$ cat src/trlen_pkg.sv
// Shared types, constants and helpers for the track resample length error block.
package trlen_pkg;

	localparam int COORD_FRAC_BITS = 16;
	localparam int COORD_W = 32;
	localparam int STAMP_W = 31;
	localparam int LEN_W = 48;
	localparam int PCT_W = 23;
	localparam int CNT_W = 32;
	localparam int DIV_NUM_W = 72;
	localparam int DIV_DEN_W = 48;
	localparam int DIV_CNT_W = 7;
	localparam int RAD_W = 66;
	localparam int ROOT_W = 33;
	localparam int SQRT_CNT_W = 6;

	localparam logic [DIV_CNT_W-1:0] DIV_STEPS = 7'd72;
	localparam logic [SQRT_CNT_W-1:0] SQRT_STEPS = 6'd33;
	localparam logic [LEN_W-1:0] LEN_MAX = 48'hFFFF_FFFF_FFFF;
	localparam logic [PCT_W-1:0] PCT_FULL = 23'd6553600;
	localparam logic [CNT_W-1:0] CNT_MAX = 32'hFFFF_FFFF;

	typedef enum logic [3:0] {
		ST_IDLE,
		ST_FDIV,
		ST_DSQX,
		ST_DSQY,
		ST_DROOT,
		ST_KDIV,
		ST_IMUL,
		ST_IADD,
		ST_IDIV,
		ST_FIN,
		ST_PCT,
		ST_PCTDIV,
		ST_OUT
	} state_t;

	typedef enum logic [1:0] {
		RET_TRUE,
		RET_S1,
		RET_S2,
		RET_FINAL
	} dist_ret_t;

	typedef struct packed {
		logic                 start;
		logic [DIV_NUM_W-1:0] num;
		logic [DIV_DEN_W-1:0] den;
	} div_req_t;

	typedef struct packed {
		logic                 done;
		logic [DIV_NUM_W-1:0] quo;
		logic [DIV_DEN_W-1:0] rem;
	} div_rsp_t;

	// magnitude of a - b for two signed coordinates
	function automatic logic [COORD_W:0] absdiff(input logic [COORD_W-1:0] a,
			input logic [COORD_W-1:0] b);
		logic [COORD_W:0] d;
		d = {a[COORD_W-1], a} - {b[COORD_W-1], b};
		return d[COORD_W] ? (~d + 1'b1) : d;
	endfunction

	// saturating length sum
	function automatic logic [LEN_W-1:0] len_add(input logic [LEN_W-1:0] a,
			input logic [LEN_W-1:0] b);
		logic [LEN_W:0] s;
		s = {1'b0, a} + {1'b0, b};
		return (s >= {1'b0, LEN_MAX}) ? LEN_MAX : s[LEN_W-1:0];
	endfunction

endpackage

$ cat src/trlen_div.sv
// Restoring divider, one quotient bit per cycle.
module trlen_div
	import trlen_pkg::*;
(
	input  logic     clk,
	input  logic     arst_n,
	input  div_req_t req,
	output div_rsp_t rsp
);

	logic [DIV_NUM_W-1:0] work_q;
	logic [DIV_DEN_W-1:0] den_q;
	logic [DIV_DEN_W-1:0] rem_q;
	logic [DIV_CNT_W-1:0] cnt_q;
	logic                 busy_q;
	logic                 done_q;
	logic [DIV_DEN_W:0]   trial;
	logic                 ge;
	logic [DIV_DEN_W:0]   rem_next;

	assign trial = {rem_q, work_q[DIV_NUM_W-1]};
	assign ge = trial >= {1'b0, den_q};
	assign rem_next = ge ? (trial - {1'b0, den_q}) : trial;

	always_ff @(posedge clk or negedge arst_n) begin
		if (!arst_n) begin
			busy_q <= 1'b0;
			done_q <= 1'b0;
			cnt_q <= '0;
		end else begin
			done_q <= 1'b0;
			if (req.start) begin
				busy_q <= 1'b1;
				cnt_q <= DIV_STEPS;
			end else if (busy_q) begin
				cnt_q <= cnt_q - 1'b1;
				if (cnt_q == 7'd1) begin
					busy_q <= 1'b0;
					done_q <= 1'b1;
				end
			end
		end
	end

	always_ff @(posedge clk) begin
		if (req.start) begin
			work_q <= req.num;
			den_q <= req.den;
			rem_q <= '0;
		end else if (busy_q) begin
			rem_q <= rem_next[DIV_DEN_W-1:0];
			work_q <= {work_q[DIV_NUM_W-2:0], ge};
		end
	end

	assign rsp.done = done_q;
	assign rsp.quo = work_q;
	assign rsp.rem = rem_q;

endmodule

$ cat config.mk
export PLATFORM = sky130hd
export DESIGN_NAME = trlen_div
export DESIGN_NICKNAME = d
export VERILOG_FILES = /design/src/trlen_pkg.sv /design/src/trlen_div.sv
export SDC_FILE = /design/constraint.sdc
export NUM_CORES = 1
export LEC_CHECK = 0
export BUFFER_PORTS_ARGS = -buffer_cell sky130_fd_sc_hd__buf_2
export CORE_ASPECT_RATIO = 1.5
export CORE_UTILIZATION = 56
export CTS_BUF_LIST = sky130_fd_sc_hd__clkbuf_8
export DETAILED_ROUTE_END_ITERATION = 7
export GPL_TIMING_DRIVEN = 0
export MAX_ROUTING_LAYER = met4
export PLACE_DENSITY = 0.87
export RECOVER_POWER = 25
export SLEW_MARGIN = 20
export SYNTH_ARGS = -nofsm -noshare
export SYNTH_HDL_FRONTEND = slang
export SYNTH_SLANG_ARGS = --single-unit
$ cat constraint.sdc
create_clock -name clk -period 3.9 [get_ports clk]
set_clock_uncertainty 0.2 [all_clocks]
set_input_delay 0.195 -clock clk [delete_from_list [all_inputs] [get_ports clk]]
set_output_delay 0.195 -clock clk [all_outputs]
set_load 0.01 [all_outputs]
==> results of run 1 <==
==> worst min-delay path by stage <==
stage                 to  slack, ps  cells after the start
2_1_floorplan     busy_q       -300                      0
5_1_grt         den_q[8]        100                      1
4_1_cts        den_q[29]        200                      2
6_report        den_q[5]         90                      1
3_3_place_gp    cnt_q[1]       -140                      1
3_5_place_dp    cnt_q[3]       -130                      1
==> cells by family (layout without fill, tap and decap cells) <==
logic type | after synthesis | count (layout) | share of synthesized area, %
AO/OA/AOI/OAI | 225 | 225 | 15.6
XOR/XNOR | 44 | 44 | 3.80
adder cells (fa/ha/maj) | 51 | 51 | 6.37
buffers and inverters | 117 | 514 | 4.61
flip-flops | 177 | 177 | 47.3
multiplexers | 96 | 96 | 10.4
AND/OR/NAND/NOR | 250 | 250 | 11.9
==> what timing repair did <==
item | 4_1_cts | 5_1_grt
endpoints found under the setup margin | 0 | 15
setup buffers | 0 | 0
resized for setup | 0 | 7
hold endpoints to repair | 129 | 0
hold buffers | 122 | 0
==> worst max-delay path, cell delays in order (launching register included) <==
cell	delay, ps
edfxtp_1	370
inv_1	60
ha_1	210
buf_2	170
a21o_1	210
o21bai_1	190
a221oi_1	460
o22a_1	280
nand2_1	70
o21ai_1	270
mux2_2	370
or4_1	580
a311oi_2	270
==> sequential cells by signal, indices dropped and copies added (netlist names) <==
register	flops
cnt_q	7
rem_q	48
den_q	48
busy_q	1
work_q	72
done_q	1
==> layer usage <==
layer / GRT usage [%] / share of wire, % / vias to the layer above
li1: - / - / 4314
met1: 37.6 / 37 / 4417
met2: 61.8 / 53 / 501
met3: 5.24 / 6.8 / 85
met4: 15.7 / 3.9 / 0
met5: - / 0 / -
==> power by group <==
group	switching (mW)	total, mW	leakage [nW]	internal (mW)
combinational	2.02	3.53	4.02	1.51
sequential	0.335	2.70	1.73	2.37
clock	0.798	1.28	0.199	0.486
total	3.15	7.51	5.95	4.36
==> area by class of cell <==
class | count | area [um^2]
inverters | 67 | 254
well taps | 213 | 267
clock inverters | 15 | 168
multi-input cells | 666 | 4880
clock buffers | 17 | 234
repair buffers | 366 | 2460
fillers | 1151 | 4230
plain buffers | 49 | 216
flip-flops and latches | 177 | 4790
==> synthesized netlist by cell type, types with 4 or more instances <==
master and instances:
a211o_1 4, a211oi_1 25, a21o_1 24, a21oi_1 54
a311oi_1 19, a31o_2 4, a31oi_1 9, and2_1 9
and3_1 13, buf_2 11, clkbuf_1 34, dfrtp_1 9
dfxtp_1 48, edfxtp_1 120, ha_1 50, inv_1 66
mux2_2 73, mux2i_1 23, nand2_1 77, nand2b_1 5
nand3_1 7, nand4_1 20, nor2_1 74, nor2b_1 6
nor3_1 7, nor3b_1 7, nor4_1 5, o2111ai_1 4
o211ai_1 9, o21a_1 5, o21ai_0 24, o21bai_1 13
or3_1 4, xnor2_1 25, xor2_1 19
==> summary.md, run 1 <==
| Metric | Value |
|---|---|
| TNS Setup | 0 ps |
| Die Width | roughly 110 um |
| Worst-margin pin slew | 669 ps |
| Ys Warns | 0 |
| Die Footprint | 18600 um^2 |
| Pwr/cell area | about 570 nW/um^2 |
| Syn avg cell area | 10.6 um^2 |
| WHS | between 80 and 90 ps |
| Reg2Reg Capture Point | rem_q[43] |
| Placed Area | 11600 um^2 |
| Placed cell count | ~1400 |
| Root buffer cell | clkbuf_8 |
| Peak VDD IR | around 0.25 mV |
| Number of placement rows | 59 |
| CTS H-tree lvls | 4 |
| CP required | 4080 ps |
| GRT Util Overall | 34.7% |
| Max-slew headroom | 55.4% |
| GR Overflow Total | 0 |
| Largest net degree at the start of global routing | 51 |
| Final Setup Violations | 0 |
| Via density | just under 6 |
| Clock Tree Buf Depth | 2 |
| RSZ-0062 raised after global routing | no |
| Violated checks | DRC |
| Seq/Total Area, Yosys | approximately 47% |
| Vias in the first global route | 9551 |
| Clk_lat worst skew | 470 ps |
| Total power draw | 7.51 mW |
| Minimum clock period | about 3800 ps |
| DR iter-0 viols | 723 |
| Most frequent cells in the layout | buf_2, dlygate4sd3_1, edfxtp_1, nand2_1, nor2_1 |
| Post-DRT Antenna Nets | 0 |
| Num Clock Sinks | 177 |
| Reg2Reg Setup Slack | 100 ps |
| Synth cell types | a little under 70 |
| Post-synth top area cell | edfxtp_1 |
| Min setup slack post-route | 104 ps |
| Arrival time of the worst setup path | between 3000 and 4000 ps |
| Via count | 9317 |
| Dpl ws | 124 ps |
| CP startpoint | den_q[14] |
| Area growth, synth to finish | 31.0% |
| Placer Congestion | between 0.9 and 1 |
| Boundary pin count | 244 |
| Share of the synthesized area in the top cell type | 35.6% |
| Crit Path Max Fanout | 8 |
| Num CTS Buffers | 17 |
| Layout cell share with drive strength beyond 1 | 28.2% |
| Finished Cell Area | 13300 um^2 |
| Max Clock Freq | about 260 MHz |
| Flops & latches, synth | 177 |
| IO buf count | 243 |
| EDFF count, synth | 120 |
| Routed wire length | 30.9 mm |
| Net Count, Synth | 1134 |
| Critical path type | flip-flop to flip-flop |
| DRT Pass-1 Iters | 7 |
| Count of pins over their slew limit | 0 |
| P_leak | approximately 6 nW |
| Initial Util | 57.9% |
| Register clock-pin slew on the reported worst setup and hold paths | 110 ps |
| HP Class | input port to flip-flop |
| Reg2Reg Depth | 12 |
| Final hold violations | 0 |
| Antenna cells | 0 |
| Synthesized instance count | 960 |
| RR Startpoint | den_q[14] |
| Worst Setup Start Kind | flip-flop |
| Ys flop type | edfxtp_1 |
| First-pass GRT wire length | 48.6 mm |
| DP Wirelength | 21.7 mm |
| CTS tree | built |
| Core area | roughly 17000 um^2 |
| DRC viols | 5 |
| Synth area leaders | edfxtp_1, dfxtp_1, mux2_2 |
| Fin crit share | a little under 100% |
| Leading cell type in the layout, fill and taps excluded | buf_2 |
| Final Non-Filler Cells | between 1500 and 2000 |
| Crit end category | flip-flop |
| HP Start | req[120] |
| Initial antenna violation count | 0 |
| Async SR Flop Fraction | 5.08% |
| WL/cell | 19.7 um |
| Status | finished, violations left |
| Crit path to | rem_q[43] |
| Die Y | 167 um |
| Fin util | between 70% and 80% |
| Synthesized area | 10100 um^2 |
| Nets | 1518 |
| Max Cap Viol | 0 |
No activity file was read; power rests on OpenSTA's default activity.
==> run 2, diff against run 1 <==
--- a/config.mk
+++ b/config.mk
@@ -7,8 +7,9 @@
 export LEC_CHECK = 0
 export BUFFER_PORTS_ARGS = -buffer_cell sky130_fd_sc_hd__buf_2
 export CORE_ASPECT_RATIO = 1.5
+export CORE_MARGIN = 2
 export CORE_UTILIZATION = 56
-export CTS_BUF_LIST = sky130_fd_sc_hd__clkbuf_8
+export CTS_BUF_LIST = sky130_fd_sc_hd__clkbuf_4 sky130_fd_sc_hd__clkbuf_8
 export DETAILED_ROUTE_END_ITERATION = 7
 export GPL_TIMING_DRIVEN = 0
 export MAX_ROUTING_LAYER = met4
==> constraint.sdc (replaced) <==
create_clock -name clk -period 4.3 [get_ports clk]
set_clock_uncertainty 0.2 [all_clocks]
set_input_delay 0.215 -clock clk [delete_from_list [all_inputs] [get_ports clk]]
set_output_delay 0.215 -clock clk [all_outputs]
set_load 0.01 [all_outputs]
==> summary.md, run 2 (synthesized netlist as in run 1, its figures left out) <==
| Metric | Value |
|---|---|
| Die Footprint | approximately 19000 um^2 |
| GRT Util Overall | between 30% and 40% |
| Worst Setup Start Kind | flip-flop |
| Placed cell count | 1421 |
| WHS | 104 ps |
| Cell Chain, Critical Path | inv_1 -> ha_1 -> buf_2 -> a21o_1 -> a31oi_1 -> o211ai_1 -> a211oi_2 -> a2111oi_4 -> o21ai_2 -> nand2_1 -> clkbuf_1 -> mux2_2 |
| Area growth, synth to finish | 31.0% |
| Max-slew headroom | 49.5% |
| Num CTS Buffers | 17 |
| P_leak | 5.95 nW |
| Filler cells | about 1200 |
| Initial antenna violation count | 0 |
| Slowest CP cell | a31oi_1 |
| Die Width | 114 um |
| Reg2Reg Setup Slack | 320 ps |
| DRT Pass-1 Iters | 7 |
| Fin util | 74.3% |
| RSZ-0062 raised after global routing | no |
| Clk_lat worst skew | 490 ps |
| Crit Path Max Fanout | 10 |
| DRC viols | 0 |
| Pwr/cell area | about 520 nW/um^2 |
| Max Cap Viol | 0 |
| GR Overflow Total | 0 |
| Post-DRT Antenna Nets | 0 |
| CP required | 4320 ps |
| Number of placement rows | 60 |
| HP Class | input port to flip-flop |
| Finished Cell Area | 13300 um^2 |
| Status | finished, final reports clean |
| CTS tree | built |
| Vias in the first global route | around 9400 |
| Core area | 17900 um^2 |
| First-pass GRT wire length | 49.2 mm |
| Register clock-pin slew on the reported worst setup and hold paths | 110 ps |
| Critical path type | flip-flop to flip-flop |
| Crit end category | flip-flop |
| Num Clock Sinks | around 180 |
| Largest net degree at the start of global routing | 54 |
| WL/cell | 20.4 um |
| Minimum clock period | 3980 ps |
| Routed wire length | ~32 mm |
| Post-CTS sizing | 0 |
| Postcts setup bufs | 0 |
| DR iter-0 viols | 705 |
| CTS H-tree lvls | 4 |
| Largest registers | work_q x72, den_q x48, rem_q x48 |
| Worst path buffer plus inverter count | 3 |
| Via count | 9320 |
| Via density | 5.92 |
| Placer Congestion | 0.974 |
| Clock Tree Buf Depth | 2 |
| Boundary pin count | approximately 240 |
| Final Non-Filler Cells | 1575 |
| Worst path top cell family by delay | compound AO/OA/AOI/OAI gates |
| Die Y | 169 um |
| Leading cell type in the layout, fill and taps excluded | buf_2 |
| Most frequent cells in the layout | buf_2, dlygate4sd3_1, edfxtp_1, nand2_1, nor2_1 |
| Placed Area | approximately 12000 um^2 |
| Initial Util | a little under three fifths |
| Layout cell share with drive strength beyond 1 | 27.8% |
| Final Setup Violations | 0 |
| Worst path max stage delay | 420 ps |
| Final hold violations | 0 |
| Arrival time of the worst setup path | 4010 ps |
| Antenna cells | 0 |
| DP Wirelength | around 22 mm |
| Max reg flops | 72 |
| Peak VDD IR | 0.240 mV |
| Worst-margin pin slew | 758 ps |
| Fin crit share | between 90 and 100% |
| Biggest register | work_q |
| Root buffer cell | clkbuf_8 |
| Nets | 1519 |
| Count of pins over their slew limit | 0 |
| IO buf count | ~240 |
| Max Clock Freq | 251 MHz |
run 2: metrics by stage:
step	power, mW	setup TNS [ps]	setup slack [ps]
after floorplan	4.58	0	1000
after detailed placement	5.52	0	500
final	6.85	0	317
after global routing	7.24	0	274
after global placement	5.45	-40240	-561
after CTS	6.77	0	483
run 2: metal layers:
layer / routed length, um / vias to the layer above / GRT usage (%) / part of all wire, %
li1: - / 4325 / - / -
met1: 11800 / 4419 / 37.2 / 37
met2: 16900 / 477 / 61.8 / 53
met3: 2080 / 99 / 5.41 / 6.4
met4: 1410 / 0 / 15.2 / 4.4
met5: 0 / - / - / 0
run 2: final timing paths:
path | startpoint | end | cells after the start
worst max register to register | den_q[14] | work_q[0] | 12
max in group asynchronous | arst_n | cnt_q[2] | 3
worst min register to register | rem_q[29] | rem_q[30] | 2
worst min-delay path | req[120] | den_q[10] | 1
min in group asynchronous | arst_n | cnt_q[1] | 3
worst max-delay path | den_q[14] | work_q[0] | 12
run 2: worst register-to-register path: stages (launching register included):
cell       delay, ps
edfxtp_1         380
inv_1             70
ha_1             220
buf_2            170
a21o_1           200
a31oi_1          420
o211ai_1         250
a211oi_2         340
a2111oi_4        140
o21ai_2          270
nand2_1          290
clkbuf_1         400
mux2_2           380
run 2: final cells by class:
class | count | area, um^2 | share of cell area (%)
Sequential cell | 177 | 4790 | 36.1
Buffer | 50 | 215 | 1.62
Timing Repair Buffer | 366 | 2460 | 18.6
Tap cell | 217 | 272 | 2.05
Inverter | 67 | 254 | 1.91
Clock buffer | 18 | 241 | 1.82
Multi-Input combinational cell | 666 | 4870 | 36.7
Clock inverter | 14 | 163 | 1.23
run 2: report_power, final:
part	internal, mW	leakage [nW]	switching [mW]
sequential	2.15	1.73	0.301
clock	0.450	0.205	0.740
combinational	1.36	4.01	1.85
run 2: what timing repair did:
action / 4_1_cts / 5_1_grt
setup endpoints to repair: 0 / 0
hold endpoints to repair: 129 / 0
hold buffers: 122 / 0
==> run 3, diff against run 2 <==
--- a/config.mk
+++ b/config.mk
@@ -14,7 +14,6 @@
 export GPL_TIMING_DRIVEN = 0
 export MAX_ROUTING_LAYER = met4
 export PLACE_DENSITY = 0.87
-export RECOVER_POWER = 25
 export SLEW_MARGIN = 20
 export SYNTH_ARGS = -nofsm -noshare
 export SYNTH_HDL_FRONTEND = slang
==> summary.md, run 3 (synthesized netlist as in run 1, its figures left out) <==
| Metric | Value |
|---|---|
| Status | finished, final reports clean |
| Vias in the first global route | 9377 |
| Register Area | 4790 um^2 |
| Core area | approximately 18000 um^2 |
| TNS Setup | 0 ps |
| Placed cell count | 1421 |
| Boundary pin count | 244 |
| WL/cell | 20.5 um |
| IO buf count | about 240 |
| Count of pins over their slew limit | 0 |
| RSZ-0062 raised after global routing | no |
| Clock power share | 17.4% |
| Sw Ratio | 42.2% |
| Final Non-Filler Cells | 1575 |
| Post-CTS Hold Buffers | 122 |
| DRC viols | 0 |
| DRT Pass-1 Iters | 7 |
| CP required | 4320 ps |
| Crit end category | flip-flop |
| CTS H-tree lvls | 4 |
| First-pass GRT wire length | 49.2 mm |
| Max Clock Freq | 251 MHz |
| Filler cells | ~1200 |
| Die Y | 169 um |
| Comb pwr share | between 40% and 50% |
| Most frequent cells in the layout | buf_2, dlygate4sd3_1, edfxtp_1, nand2_1, nor2_1 |
| Via count | around 9300 |
| Seq pwr share | 35.8% |
| Largest net degree at the start of global routing | 54 |
| Num CTS Buffers | 17 |
| Max Cap Viol | 0 |
| CP startpoint | den_q[14] |
| P_leak | ~6 nW |
| Via density | 5.92 |
| Post-DRT Antenna Nets | 0 |
| Minimum clock period | 3980 ps |
| Initial Util | 56.7% |
| DR iter-0 viols | 710 |
| Peak VDD IR | 0.240 mV |
| Num Clock Sinks | about 180 |
| Critical path type | flip-flop to flip-flop |
| Die Footprint | 19200 um^2 |
| Clock Tree Buf Depth | 2 |
| HP Class | input port to flip-flop |
| HP Start | req[120] |
| Final Setup Violations | 0 |
| Number of placement rows | 60 |
| RR Startpoint | den_q[14] |
| Worst-margin pin slew | 758 ps |
| Reg2Reg Depth | 12 |
| Register clock-pin slew on the reported worst setup and hold paths | 110 ps |
| Placer Congestion | 0.974 |
| P_int | 3.96 mW |
| Hold depth | 1 |
| Clk_lat worst skew | 490 ps |
| Final hold violations | 0 |
| Worst Setup Start Kind | flip-flop |
| DP Wirelength | 22.3 mm |
| Post-CTS sizing | 0 |
| Biggest register | work_q |
| Leading cell type in the layout, fill and taps excluded | buf_2 |
| GR Overflow Total | 0 |
| Switching pwr | 2.89 mW |
| Pwr/cell area | 516 nW/um^2 |
| Arrival time of the worst setup path | 4000 ps |
| Fin util | 74.3% |
| Largest registers | work_q x72, den_q x48, rem_q x48 |
| Area growth, synth to finish | 31.0% |
| Fin crit share | 92.5% |
| CTS tree | built |
| GRT Util Overall | 34.4% |
| Initial antenna violation count | 0 |
| Max reg flops | slightly above 70 |
| Nets | 1519 |
| Root buffer cell | clkbuf_8 |
| Finished Cell Area | roughly 13000 um^2 |
| Antenna cells | 0 |
| Crit Path Max Fanout | 10 |
| Routed wire length | between 30 and 40 mm |
| Layout cell share with drive strength beyond 1 | 28.1% |
| Total power draw | 6.85 mW |
| Max-slew headroom | 49.5% |
| Placed Area | roughly 12000 um^2 |
| Postcts setup bufs | 0 |
| Area occupied by multi-input gates | 4870 um^2 |
| Die Width | 114 um |
## run 3: changes by cell type in the layout (fill, tap and decap cells not counted), sizes merged
cell / delta
clkbuf: -5
buf: +5
## run 3: cell type report
type,count,share of cell area [%]
multi-input combinational,666,36.7
sequential,177,36.1
timing repair buffer,366,18.6
tap,217,2.05
inverter,67,1.91
clock buffer,18,1.82
buffer,50,1.62
clock inverter,14,1.23
## run 3: power groups by stage
stage | Clock [mW] | Sequential (mW) | Combinational [mW]
floorplan | 0 | 2.52 | 2.06
global placement | 0 | 2.46 | 2.99
detailed placement | 0 | 2.47 | 3.05
CTS | 1.19 | 2.43 | 3.15
global route | 1.25 | 2.48 | 3.51
finish | 1.19 | 2.45 | 3.21
## run 3: layer usage
metal	track usage, %	vias up	wire [um]
li1	-	4329	-
met1	37.2	4430	11800
met2	61.8	472	17000
met3	5.41	91	2060
met4	15.2	0	1360
met5	-	-	0
## run 3: worst paths after layout
path                                  end  slack (ps)
max in group asynchronous        cnt_q[2]        3050
worst max register to register  work_q[0]         320
worst max-delay path            work_q[0]         320
worst min register to register  rem_q[30]         330
min in group asynchronous        cnt_q[1]         560
worst min-delay path            den_q[10]         110
## run 3: worst max-delay path, cell delays in order, from the launching register on
cell and delay [ps]:
edfxtp_1 370, inv_1 70, ha_1 220, buf_2 170
a21o_1 200, a31oi_1 420, o211ai_1 250, a211oi_2 340
a2111oi_4 140, o21ai_2 270, nand2_1 290, clkbuf_1 400
mux2_2 370
## run 3: stage by stage
step | hold WS [ps] | worst slack, ps
after floorplan | -281 | 1000
after global placement | -118 | -561
after detailed placement | -114 | 500
after CTS | 226 | 483
after global routing | 118 | 274
final | 109 | 320
