--- config.mk ---
export PLATFORM = sky130hd
export DESIGN_NAME = trlen_sqrt
export DESIGN_NICKNAME = d
export VERILOG_FILES = /design/src/trlen_pkg.sv /design/src/trlen_sqrt.sv
export SDC_FILE = /design/constraint.sdc
export NUM_CORES = 1
export LEC_CHECK = 0
export BUFFER_PORTS_ARGS = -buffer_cell sky130_fd_sc_hd__buf_2
export CORE_UTILIZATION = 58
export CTS_CLUSTER_SIZE = 16
export DETAILED_ROUTE_END_ITERATION = 10
export MAX_ROUTING_LAYER = met4
export PLACE_DENSITY = 0.83
export SLEW_MARGIN = 20
export SYNTH_ARGS = -nofsm -noshare
export SYNTH_HDL_FRONTEND = slang
export SYNTH_SLANG_ARGS = --single-unit
export TNS_END_PERCENT = 100
--- constraint.sdc ---
create_clock -name clk -period 3 [get_ports clk]
set_input_delay 0.6 -clock clk [delete_from_list [all_inputs] [get_ports clk]]
set_output_delay 0.6 -clock clk [all_outputs]
set_load 0.005 [all_outputs]
--- src/trlen_pkg.sv ---
// Shared types, constants and helpers for the track resample length error block.
package trlen_pkg;

	localparam int COORD_FRAC_BITS = 16;
	localparam int COORD_W = 32;
	localparam int STAMP_W = 31;
	localparam int LEN_W = 48;
	localparam int PCT_W = 23;
	localparam int CNT_W = 32;
	localparam int DIV_NUM_W = 72;
	localparam int DIV_DEN_W = 48;
	localparam int DIV_CNT_W = 7;
	localparam int RAD_W = 66;
	localparam int ROOT_W = 33;
	localparam int SQRT_CNT_W = 6;

	localparam logic [DIV_CNT_W-1:0] DIV_STEPS = 7'd72;
	localparam logic [SQRT_CNT_W-1:0] SQRT_STEPS = 6'd33;
	localparam logic [LEN_W-1:0] LEN_MAX = 48'hFFFF_FFFF_FFFF;
	localparam logic [PCT_W-1:0] PCT_FULL = 23'd6553600;
	localparam logic [CNT_W-1:0] CNT_MAX = 32'hFFFF_FFFF;

	typedef enum logic [3:0] {
		ST_IDLE,
		ST_FDIV,
		ST_DSQX,
		ST_DSQY,
		ST_DROOT,
		ST_KDIV,
		ST_IMUL,
		ST_IADD,
		ST_IDIV,
		ST_FIN,
		ST_PCT,
		ST_PCTDIV,
		ST_OUT
	} state_t;

	typedef enum logic [1:0] {
		RET_TRUE,
		RET_S1,
		RET_S2,
		RET_FINAL
	} dist_ret_t;

	typedef struct packed {
		logic                 start;
		logic [DIV_NUM_W-1:0] num;
		logic [DIV_DEN_W-1:0] den;
	} div_req_t;

	typedef struct packed {
		logic                 done;
		logic [DIV_NUM_W-1:0] quo;
		logic [DIV_DEN_W-1:0] rem;
	} div_rsp_t;

	// magnitude of a - b for two signed coordinates
	function automatic logic [COORD_W:0] absdiff(input logic [COORD_W-1:0] a,
			input logic [COORD_W-1:0] b);
		logic [COORD_W:0] d;
		d = {a[COORD_W-1], a} - {b[COORD_W-1], b};
		return d[COORD_W] ? (~d + 1'b1) : d;
	endfunction

	// saturating length sum
	function automatic logic [LEN_W-1:0] len_add(input logic [LEN_W-1:0] a,
			input logic [LEN_W-1:0] b);
		logic [LEN_W:0] s;
		s = {1'b0, a} + {1'b0, b};
		return (s >= {1'b0, LEN_MAX}) ? LEN_MAX : s[LEN_W-1:0];
	endfunction

endpackage

--- src/trlen_sqrt.sv ---
// Integer square root, one root bit per cycle.
module trlen_sqrt
	import trlen_pkg::*;
(
	input  logic              clk,
	input  logic              arst_n,
	input  logic              start,
	input  logic [RAD_W-1:0]  rad,
	output logic              done,
	output logic [ROOT_W-1:0] root
);

	logic [RAD_W-1:0]      work_q;
	logic [ROOT_W+2:0]     rem_q;
	logic [ROOT_W-1:0]     root_q;
	logic [SQRT_CNT_W-1:0] cnt_q;
	logic                  busy_q;
	logic                  done_q;
	logic [ROOT_W+2:0]     rem_sh;
	logic [ROOT_W+2:0]     trial;
	logic                  ge;

	assign rem_sh = {rem_q[ROOT_W:0], work_q[RAD_W-1:RAD_W-2]};
	assign trial = {1'b0, root_q, 2'b01};
	assign ge = rem_sh >= trial;

	always_ff @(posedge clk or negedge arst_n) begin
		if (!arst_n) begin
			busy_q <= 1'b0;
			done_q <= 1'b0;
			cnt_q <= '0;
		end else begin
			done_q <= 1'b0;
			if (start) begin
				busy_q <= 1'b1;
				cnt_q <= SQRT_STEPS;
			end else if (busy_q) begin
				cnt_q <= cnt_q - 1'b1;
				if (cnt_q == 6'd1) begin
					busy_q <= 1'b0;
					done_q <= 1'b1;
				end
			end
		end
	end

	always_ff @(posedge clk) begin
		if (start) begin
			work_q <= rad;
			rem_q <= '0;
			root_q <= '0;
		end else if (busy_q) begin
			work_q <= {work_q[RAD_W-3:0], 2'b00};
			rem_q <= ge ? (rem_sh - trial) : rem_sh;
			root_q <= {root_q[ROOT_W-2:0], ge};
		end
	end

	assign done = done_q;
	assign root = root_q;

endmodule

==> results.py, run 1 <==
metrics = {
    "layout": {
        "area_delta_synth_final_pct": 17.8,
        "seqCellArea_um2": 3530,
        "drive_above_1_share": 0.268,
        "antennaDiodeCount": 0,
        "utilization": 0.697,
        "nets": 993,
        "multiInputGateArea_um2": 3910,
        "fillers": 998,
    },
    "timing": {
        "fin_crit_ns": 2.84,
        "worst_clock_skew_ns": 0.00944,
        "worst_slack_ns": 0.158,
        "timing.fmax_mhz": 352,
        "worstMarginPinSlew_ns": 0.564,
        "hold_violations": 0,
        "setup_viol": 0,
        "final.period_utilization": 0.947,
        "finalMaxSlewViolations": 0,
        "relSlewSlack": 0.623,
        "grt_setup_unrepaired": "yes",
    },
    "critical_path": {
        "r2r_slack_ns": 0.16,
        "crit_required_ns": 3.33,
        "worst_setup_path_end_kind": "register",
        "cp_max_fo": 12,
        "regToRegEndpoint": "rem_q[10]$_SDFFE_PP0P_",
        "rr_worst_depth": 11,
        "reg2reg_from": "root[21]$_SDFFE_PP0P_",
        "cp.arrival_ns": 3.17,
        "start_kind": "register",
        "worst-setup-path-type": "reg -> reg",
    },
    "logic_synthesis": {
        "synth_edf_count": 66,
        "synth.largest_area_cell": "edfxtp_1",
        "netlist_area_um2": 7800,
        "synth_area_leaders": "edfxtp_1 25%, dfxtp_1 17%, mux2_2 9.4%",
        "seq_area_frac_synth": 0.452,
        "synth-seq-cells": 141,
        "syn_nets": 885,
        "ys_types": 68,
        "yosys.cell_count.top_type": "nor2_1",
        "syn_inst": 779,
        "postSynth.asyncResetShare": 0.0567,
        "synth_ff_type": "dfxtp_1",
        "avgSynthCellArea_um2": 10.0,
        "synth_top_area_frac": 0.254,
        "synth_warnings": 0,
        "synth_common_cells": "85 x nor2_1, 67 x dfxtp_1, 66 x edfxtp_1",
    },
    "drt": {
        "ant_nets": 0,
        "wl_um": 17100,
        "drtIter0Drc": 521,
        "post-route-drc-count": 0,
        "viasPerCell": 5.72,
        "wl_per_cell_um": 15.9,
        "via_count": 6151,
        "drt-pass1-iter-count": 5,
    },
    "run": {
        "maxCapViolCount": 0,
    },
    "min_path": {
        "holdPathEnd": "work_q[0]$_SDFFCE_PN0P_",
        "hp-class": "in -> reg",
        "hp-start": "rad[0]",
        "hold_path_depth": 2,
    },
    "clocking": {
        "clock_sinks": 141,
        "cts_tree": "yes",
        "clock_latency_ns": 0.43,
        "clockBufferDepth": 2,
        "cts.htree.levels": 4,
        "clk_pin_slew_worst_paths_ns": 0.07,
        "cts_root_buffer": "clkbuf_16",
        "cts_buffers": 17,
    },
    "global_routing": {
        "grt_pass1_wl_um": 28800,
        "grt_pass1_vias": 6150,
        "grt_max_degree": 71,
        "antenna_found_initial": 0,
        "overflow": 0,
        "grt_usage": 0.265,
    },
    "placement": {
        "place.gp.congestion": 0.935,
        "post-dp-hpwl_um": 11700,
        "io_buffers": 102,
        "place_ws_ns": 0.147,
    },
    "floorplanning": {
        "start_util": 0.592,
        "coreArea_um2": 13200,
        "die_width_um": 118,
        "io_pins": 103,
        "die_height_um": 118,
        "rows": 42,
        "dieArea_um2": 13900,
    },
    "power_and_ir_drop": {
        "ir_worst_vdd_v": 0.000522,
        "p_per_area_nw_per_um2": 1010,
        "p_leak_nw": 4.04,
    },
    "status": {
        "status": "finished clean",
    },
}
==> cells by family (layout without fill, tap and decap cells) <==
kind of cell / after synthesis / after routing / share of synthesized area
and+or+nand+nor: 228 / 228 / 0.134
AOI/OAI and AO/OA: 153 / 153 / 0.138
DFF: 141 / 141 / 0.452
muxes: 99 / 99 / 0.137
buffers and inverters: 94 / 215 / 0.0489
adders and majority gates: 37 / 37 / 0.0593
xor gates and xnor gates: 27 / 27 / 0.0303
==> per-layer routing <==
layer / GRT usage / part of all wire / vias to the layer above
met5: - / 0 / -
met4: 0.0889 / 0.012 / 0
met3: 0.0630 / 0.049 / 21
met2: 0.432 / 0.49 / 158
met1: 0.324 / 0.45 / 2915
li1: - / - / 3057
==> stage by stage <==
step	cells	TNS [ns]	hold slack [ns]	area (um^2)	power, W
finish	1076	0	0.458	9190	0.00931
CTS	1076	0	0.445	9180	0.00929
global placement	1043	0	0.451	8620	0.00717
detailed placement	1043	0	0.456	8620	0.00725
floorplan	779	0	0.304	7800	0.00618
global route	1076	-0.00586	0.450	9190	0.00996
==> worst max-delay path by stage <==
stage / endpoint / cells after the start / slack, ns / startpoint
floorplan: work_q[0]$_SDFFCE_PN0P_ / 4 / 0.09 / start
global placement: rem_q[30]$_SDFFE_PP0P_ / 12 / 0.25 / root[21]$_SDFFE_PP0P_
detailed placement: rem_q[30]$_SDFFE_PP0P_ / 12 / 0.15 / root[13]$_SDFFE_PP0P_
CTS: rem_q[30]$_SDFFE_PP0P_ / 12 / 0.09 / root[13]$_SDFFE_PP0P_
global route: rem_q[10]$_SDFFE_PP0P_ / 11 / -0.004 / root[3]$_SDFFE_PP0P_
finish: rem_q[10]$_SDFFE_PP0P_ / 11 / 0.16 / root[21]$_SDFFE_PP0P_
==> layout by cell type (no fill, tap or decap), types with 5 or more instances in the layout <==
cell type | netlist | layout
o211ai_1 | 6 | 6
nor2b_1 | 6 | 5
xor2_1 | 12 | 12
a311oi_1 | 20 | 20
nand4_1 | 12 | 12
buf_4 | 3 | 27
o21ai_1 | 5 | 5
edfxtp_1 | 66 | 66
ha_1 | 37 | 37
dfxtp_1 | 67 | 67
nor2_1 | 85 | 84
and2_1 | 5 | 5
mux2_2 | 65 | 65
inv_1 | 50 | 49
a21oi_1 | 36 | 36
o21ai_0 | 20 | 20
xnor2_1 | 15 | 15
clkbuf_16 | 0 | 17
nand2b_1 | 7 | 7
a21o_1 | 8 | 8
a31oi_1 | 5 | 5
o21bai_1 | 6 | 6
buf_2 | 7 | 101
inv_6 | 0 | 8
a211oi_1 | 10 | 10
nor3_1 | 9 | 9
nand3_1 | 16 | 16
nand2_1 | 63 | 63
mux2i_1 | 34 | 34
dfrtp_1 | 8 | 7
==> flip-flops by register name (all words and copies together), names as in the netlist <==
register,flops
done,1
rem_q,34
cnt_q,6
work_q,66
busy_q,1
root,33
==> worst max-delay path, stage by stage (launching register included) <==
cell,delay [ns]
dfxtp_1,0.37
inv_1,0.05
ha_1,0.36
and4_4,0.24
and2_1,0.17
nand4_1,0.08
a31oi_1,0.08
or4_1,0.48
or2_1,0.30
buf_4,0.19
and2_1,0.18
a211oi_1,0.23
==> power breakdown <==
part	leakage (nW)	switching (W)	internal [W]
Clock	0.270	0.000900	0.00108
Combinational	2.43	0.00250	0.00202
Sequential	1.35	0.000304	0.00250
==> what timing repair did <==
| item | in CTS | in global routing |
|---|---|---|
| endpoints found under the setup margin | 0 | 16 |
| hold endpoints to repair | 2 | 0 |
| hold buffers | 1 | 0 |
| resized for setup | 0 | 3 |
| buffers inserted | 0 | 0 |
==> final cells by class <==
cell class / count / share of cell area
Clock inverter: 15 / 0.0135
Multi-Input combinational cell: 544 / 0.425
Clock buffer: 17 / 0.0463
Inverter: 50 / 0.0204
Tap cell: 176 / 0.0240
Timing Repair Buffer: 133 / 0.0869
Sequential cell: 141 / 0.384
No activity file was read; power rests on OpenSTA's default activity.
==> inputs of run 2 (changes only) <==
--- a/config.mk
+++ b/config.mk
@@ -5,12 +5,13 @@
 export SDC_FILE = /design/constraint.sdc
 export NUM_CORES = 1
 export LEC_CHECK = 0
+export ABC_AREA = 1
 export BUFFER_PORTS_ARGS = -buffer_cell sky130_fd_sc_hd__buf_2
-export CORE_UTILIZATION = 58
+export CORE_UTILIZATION = 59
 export CTS_CLUSTER_SIZE = 16
 export DETAILED_ROUTE_END_ITERATION = 10
 export MAX_ROUTING_LAYER = met4
-export PLACE_DENSITY = 0.83
+export PLACE_DENSITY = 0.84
 export SLEW_MARGIN = 20
 export SYNTH_ARGS = -nofsm -noshare
 export SYNTH_HDL_FRONTEND = slang
==> run 2 against run 1 <==
Clock-buffer cell count increased by 1. Non-clock buffer count decreased by 16. Design area increased by 3.7%. Maximum frequency increased by 12%. Global-route usage increased by 5.4 points. Clock skew increased by 0.0051 ns. Cell count increased by 37%. Synthesized cell count increased by 51%. Critical path type unchanged. Largest cell class unchanged. Largest power group unchanged.
==> results.py, run 2 <==
metrics = {
    "logic_synthesis": {
        "synth_top_area_frac": 0.240,
        "netlist_area_um2": 8270,
        "avgSynthCellArea_um2": 7.03,
        "ys_types": 39,
        "yosys.cell_count.top_type": "nand2_1",
        "syn_nets": 1283,
        "synth_ff_type": "dfxtp_1",
        "synth_edf_count": 66,
        "seq_area_frac_synth": 0.426,
        "synth.largest_area_cell": "edfxtp_1",
        "postSynth.asyncResetShare": 0.0567,
        "synth-seq-cells": 141,
        "syn_inst": 1177,
        "synth_area_leaders": "edfxtp_1 24%, nand2_1 24%, dfxtp_1 16%",
        "synth_warnings": 0,
        "synth_common_cells": "521 x nand2_1, 139 x inv_1, 73 x nor2_1",
    },
    "drt": {
        "via_count": 7749,
        "wl_per_cell_um": 14.5,
        "post-route-drc-count": 0,
        "wl_um": 21200,
        "drtIter0Drc": 495,
        "ant_nets": 0,
        "drt-pass1-iter-count": 5,
        "viasPerCell": 5.28,
    },
    "min_path": {
        "holdPathEnd": "work_q[1]$_SDFFCE_PN0P_",
        "hp-class": "in -> reg",
        "hold_path_depth": 3,
        "hp-start": "rad[1]",
    },
    "layout": {
        "utilization": 0.709,
        "largest_reg_flops": 66,
        "layout_common_cells": "521 x nand2_1, 139 x inv_1, 102 x buf_2",
        "nets": 1385,
        "multiInputGateArea_um2": 4040,
        "final_area_um2": 9530,
        "area_delta_synth_final_pct": 15.3,
        "fillers": 1169,
        "drive_above_1_share": 0.134,
        "seqCellArea_um2": 3520,
        "layout_commonest_cell": "nand2_1",
        "largest_register": "work_q",
    },
    "critical_path": {
        "crit_required_ns": 3.32,
        "rr_worst_depth": 13,
        "start_kind": "register",
        "worst_setup_path_end_kind": "register",
        "reg2reg_from": "root[21]$_SDFFE_PP0P_",
        "r2r_slack_ns": 0.47,
        "regToRegEndpoint": "rem_q[28]$_SDFFE_PP0P_",
        "worst-setup-path-type": "reg -> reg",
        "cp_max_fo": 16,
        "cp.arrival_ns": 2.86,
    },
    "clocking": {
        "clock_latency_ns": 0.44,
        "cts_root_buffer": "clkbuf_16",
        "clockBufferDepth": 2,
        "clock_sinks": 141,
        "cts.htree.levels": 4,
        "post_cts_buffers": 0,
        "cts_tree": "yes",
        "cts_buffers": 17,
        "clk_pin_slew_worst_paths_ns": 0.07,
    },
    "timing": {
        "finalSetupTns_ns": 0,
        "worst_clock_skew_ns": 0.0145,
        "grt_setup_unrepaired": "no",
        "final.period_utilization": 0.844,
        "relSlewSlack": 0.522,
        "setup_viol": 0,
        "worstMarginPinSlew_ns": 0.715,
        "worst_slack_ns": 0.467,
        "hold_violations": 0,
        "finalMaxSlewViolations": 0,
        "timing.fmax_mhz": 395,
        "fin_crit_ns": 2.53,
    },
    "placement": {
        "io_buffers": 102,
        "place.gp.congestion": 0.969,
        "dpl-instance-area_um2": 8960,
        "place_ws_ns": 0.511,
        "post-dp-hpwl_um": 15900,
    },
    "floorplanning": {
        "coreArea_um2": 13500,
        "die_width_um": 120,
        "rows": 42,
        "dieArea_um2": 14500,
        "io_pins": 103,
        "die_height_um": 120,
        "start_util": 0.615,
    },
    "run": {
        "maxCapViolCount": 0,
    },
    "global_routing": {
        "overflow": 0,
        "grt_max_degree": 49,
        "grt_usage": 0.320,
        "antenna_found_initial": 1,
        "grt_pass1_vias": 7475,
        "grt_pass1_wl_um": 35000,
    },
    "status": {
        "status": "finished clean",
    },
    "power_and_ir_drop": {
        "p_leak_nw": 5.04,
        "ir_worst_vdd_v": 0.000473,
        "p_per_area_nw_per_um2": 1040,
    },
}
-- run 2: worst max path at each step --
| stage | start | end | slack, ns | depth (start not counted) |
|---|---|---|---|---|
| finish | root[21]$_SDFFE_PP0P_ | rem_q[28]$_SDFFE_PP0P_ | 0.47 | 13 |
| global placement | root[23]$_SDFFE_PP0P_ | rem_q[28]$_SDFFE_PP0P_ | 0.57 | 13 |
| global route | root[21]$_SDFFE_PP0P_ | rem_q[28]$_SDFFE_PP0P_ | 0.24 | 13 |
| floorplan | start | work_q[0]$_SDFFCE_PN0P_ | 0.44 | 4 |
| CTS | root[17]$_SDFFE_PP0P_ | rem_q[28]$_SDFFE_PP0P_ | 0.49 | 13 |
| detailed placement | root[21]$_SDFFE_PP0P_ | rem_q[22]$_SDFFE_PP0P_ | 0.51 | 13 |
-- run 2: cell type report --
class,count,area share
antenna,1,0.000262
inverter,145,0.0572
sequential,141,0.370
timing repair buffer,117,0.0669
multi-input combinational,857,0.424
tap,176,0.0231
clock inverter,14,0.0143
clock buffer,18,0.0450
-- run 2: report_power, final --
group          internal, W  switching, W  total, W
Clock              0.00116      0.000876   0.00203
Combinational      0.00179       0.00352   0.00531
Sequential         0.00238      0.000209   0.00259
Total              0.00532       0.00461   0.00993
-- run 2: logic make-up after synthesis --
logic type,Yosys count,share of synthesized area
xor+xnor,17,0.0180
fa+ha+maj,37,0.0560
compound gates,103,0.0714
simple gates,700,0.342
flops,141,0.426
buf+inv,179,0.0861
-- run 2: critical path, cell delays in order, from the launching register on --
cell and delay, ns:
dfxtp_1 0.34, inv_1 0.08, ha_1 0.34, a21oi_1 0.26, nand2_1 0.12, nand2_1 0.08, nand2_1 0.09, a21oi_1 0.15
nand4_1 0.32, buf_4 0.33, nor2_1 0.11, nor2_1 0.05, nand2_1 0.09, nand2_1 0.05
-- run 2: through the flow --
stage          total power [W]  std cells  hold WS, ns
2_1_floorplan          0.00661       1177        0.304
3_3_place_gp           0.00778       1435        0.442
3_5_place_dp           0.00784       1435        0.453
4_1_cts                0.00990       1468        0.418
5_1_grt                 0.0107       1469        0.427
6_report               0.00993       1469        0.423
-- run 2: repair_timing --
| item | CTS | global route |
|---|---|---|
| hold buffers | 1 | 0 |
| hold endpoints to repair | 4 | 0 |
| resized for setup | 0 | 0 |
-- run 2: layer usage --
layer / wire length (um) / GRT usage / vias to the layer above
met2: 10300 / 0.537 / 232
met1: 9150 / 0.369 / 3517
met3: 1270 / 0.0802 / 47
met4: 541 / 0.120 / 0
met5: 0 / - / -
li1: - / - / 3953
==> inputs of run 3 (changes only) <==
--- a/config.mk
+++ b/config.mk
@@ -5,13 +5,13 @@
 export SDC_FILE = /design/constraint.sdc
 export NUM_CORES = 1
 export LEC_CHECK = 0
-export ABC_AREA = 1
+export ABC_AREA = 0
 export BUFFER_PORTS_ARGS = -buffer_cell sky130_fd_sc_hd__buf_2
-export CORE_UTILIZATION = 59
+export CORE_UTILIZATION = 53
 export CTS_CLUSTER_SIZE = 16
 export DETAILED_ROUTE_END_ITERATION = 10
 export MAX_ROUTING_LAYER = met4
-export PLACE_DENSITY = 0.84
+export PLACE_DENSITY = 0.8
 export SLEW_MARGIN = 20
 export SYNTH_ARGS = -nofsm -noshare
 export SYNTH_HDL_FRONTEND = slang
==> constraint.sdc (replaced) <==
create_clock -name clk -period 2.2 [get_ports clk]
set_input_delay 0.44 -clock clk [delete_from_list [all_inputs] [get_ports clk]]
set_output_delay 0.44 -clock clk [all_outputs]
set_load 0.005 [all_outputs]
==> run 3 against run 2 <==
The flow now finishes with violations (negative setup slack). Clock-buffer cell count down 1. Design area up 23%. Non-clock buffer count up 192. Cell count down 14%. Total power up 90%. Die area up 5.0%. Routed wire length up 25%. Worst setup slack worse by 1.1 ns. Sequential share of layout area down 6.7 points. First-iteration DRC count up 67%. Sequential cell count unchanged. Register-to-register slack worse by 1.1 ns. Critical path type unchanged. Highest routed layer unchanged.
==> results.py, run 3 (synthesis gave the netlist of run 1 again) <==
metrics = {
    "clocking": {
        "cts_tree": "yes",
        "clockBufferDepth": 2,
        "cts.htree.levels": 4,
        "cts_buffers": 17,
        "clk_pin_slew_worst_paths_ns": 0.07,
        "clock_latency_ns": 0.44,
        "clock_sinks": 141,
        "cts_root_buffer": "clkbuf_16",
    },
    "layout": {
        "largest_reg_flops": 66,
        "final_area_um2": 11700,
        "fillers": 677,
        "antennaDiodeCount": 0,
        "nets": 1169,
        "drive_above_1_share": 0.539,
        "layout_common_cells": "183 x buf_4, 101 x buf_2, 82 x nor2_1",
        "utilization": 0.833,
        "area_delta_synth_final_pct": 50.5,
        "largest_register": "work_q",
        "layout_commonest_cell": "buf_4",
    },
    "floorplanning": {
        "dieArea_um2": 15200,
        "start_util": 0.554,
        "rows": 43,
        "coreArea_um2": 14100,
        "io_pins": 103,
        "die_width_um": 123,
        "die_height_um": 123,
    },
    "critical_path": {
        "cp_max_fo": 4,
        "crit_chain": "inv_2 > ha_4 > buf_4 > and4_1 > o2111ai_2 > nor2_1 > a21oi_2 > buf_4 > buf_4 > a31oi_2 > xor2_1 > nand2_4 > a311oi_2",
        "crit_path_max_incr_delay_ns": 0.36,
        "slowest_stage": "xor2_1",
        "crit_required_ns": 2.55,
        "path_depth": 13,
        "crit_top_cell": "buf_4",
        "worst_setup_path_end_kind": "register",
        "start_kind": "register",
        "worst-setup-path-type": "reg -> reg",
        "r2r_slack_ns": -0.64,
        "cp.arrival_ns": 3.19,
        "critPathBufInv": 4,
        "path_delay_family": "compound AO/OA/AOI/OAI gates",
        "rr_worst_depth": 13,
    },
    "drt": {
        "ant_nets": 0,
        "post-route-drc-count": 0,
        "drtIter0Drc": 828,
        "via_count": 7703,
        "drt-pass1-iter-count": 6,
        "wl_per_cell_um": 21.1,
        "viasPerCell": 6.13,
        "wl_um": 26500,
    },
    "timing": {
        "whs_ns": 0.288,
        "worstMarginPinSlew_ns": 0.412,
        "setup_viol": 35,
        "worst_clock_skew_ns": 0.00990,
        "hold_violations": 0,
        "fin_crit_ns": 2.84,
        "worst_slack_ns": -0.643,
        "grt_setup_unrepaired": "yes",
        "final.period_utilization": 1.29,
        "finalMaxSlewViolations": 0,
        "timing.fmax_mhz": 352,
        "relSlewSlack": 0.718,
    },
    "status": {
        "status": "finished with violations",
        "violations": "negative setup slack",
    },
    "placement": {
        "place_ws_ns": -0.563,
        "io_buffers": 102,
        "place.gp.congestion": 0.919,
        "post-dp-hpwl_um": 13800,
        "dpl-instance-area_um2": 9890,
    },
    "global_routing": {
        "grt_max_degree": 40,
        "overflow": 0,
        "grt_usage": 0.312,
        "grt_pass1_vias": 7274,
        "grt_pass1_wl_um": 35100,
        "antenna_found_initial": 0,
    },
    "power_and_ir_drop": {
        "power.internal_w": 0.0109,
        "p_sw_frac": 0.425,
        "p_leak_nw": 5.24,
        "seqPwrFrac": 0.204,
        "finalPower_w": 0.0189,
        "power_frac_comb": 0.646,
        "clock_power_share": 0.150,
        "switchingPower_w": 0.00801,
        "ir_worst_vdd_v": 0.000969,
        "p_per_area_nw_per_um2": 1610,
    },
    "run": {
        "maxCapViolCount": 0,
    },
    "min_path": {
        "hold_path_depth": 2,
        "hp-class": "in -> reg",
    },
}
-- run 3: cell types whose count changed in the layout (fill, tap and decap cells not counted), sizes merged, moves of 12 or more --
cell,previous run,this run
nand3,66,16
mux2,0,65
mux2i,0,34
a211oi,0,12
nand2,527,63
buf,116,307
o22ai,33,3
a311oi,0,22
inv,149,60
-- run 3: routing by layer --
layer	GRT usage	wire, um
met5	-	0
met4	0.127	1510
met3	0.0816	2220
met2	0.534	13000
met1	0.343	9730
-- run 3: path summary, 6_finish.rpt --
kind	startpoint	to
min in group asynchronous	arst_n	cnt_q[1]$_DFFE_PN0P_
max	root[7]$_SDFFE_PP0P_	rem_q[23]$_SDFFE_PP0P_
max reg2reg	root[7]$_SDFFE_PP0P_	rem_q[23]$_SDFFE_PP0P_
min	rad[1]	work_q[1]$_SDFFCE_PN0P_
min reg2reg	cnt_q[5]$_DFFE_PN0P_	cnt_q[5]$_DFFE_PN0P_
max in group asynchronous	arst_n	busy_q$_DFF_PN0_
-- run 3: stage by stage --
stage	std cells	TNS [ns]
finish	1256	-12.95
global route	1256	-16.30
CTS	1248	-7.62
detailed placement	1197	-16.23
global placement	1197	-12.48
floorplan	779	-13.57
-- run 3: layout make-up --
class                      count  area (um^2)  area share
sequential                   141         3550       0.303
multi-input combinational    544         4950       0.421
tap                          180          225      0.0192
timing repair buffer         309         2260       0.192
clock buffer                  17          425      0.0362
inverter                      50          191      0.0163
clock inverter                15          144      0.0123
-- run 3: repair_timing --
item | CTS | global route
cloned | 3 | 1
setup buffers | 16 | 9
endpoints found under the hold margin | 8 | 0
hold buffers | 1 | 0
setup endpoints to repair | 35 | 35
pin swaps | 28 | 47
resized for setup | 101 | 106
-- run 3: power groups by stage --
stage               clock, W  sequential (W)  combinational (W)
floorplan                  0         0.00370            0.00503
global placement           0         0.00376            0.00768
detailed placement         0         0.00378            0.00784
CTS                  0.00282         0.00380            0.00945
global route         0.00294         0.00389             0.0127
finish               0.00284         0.00385             0.0122
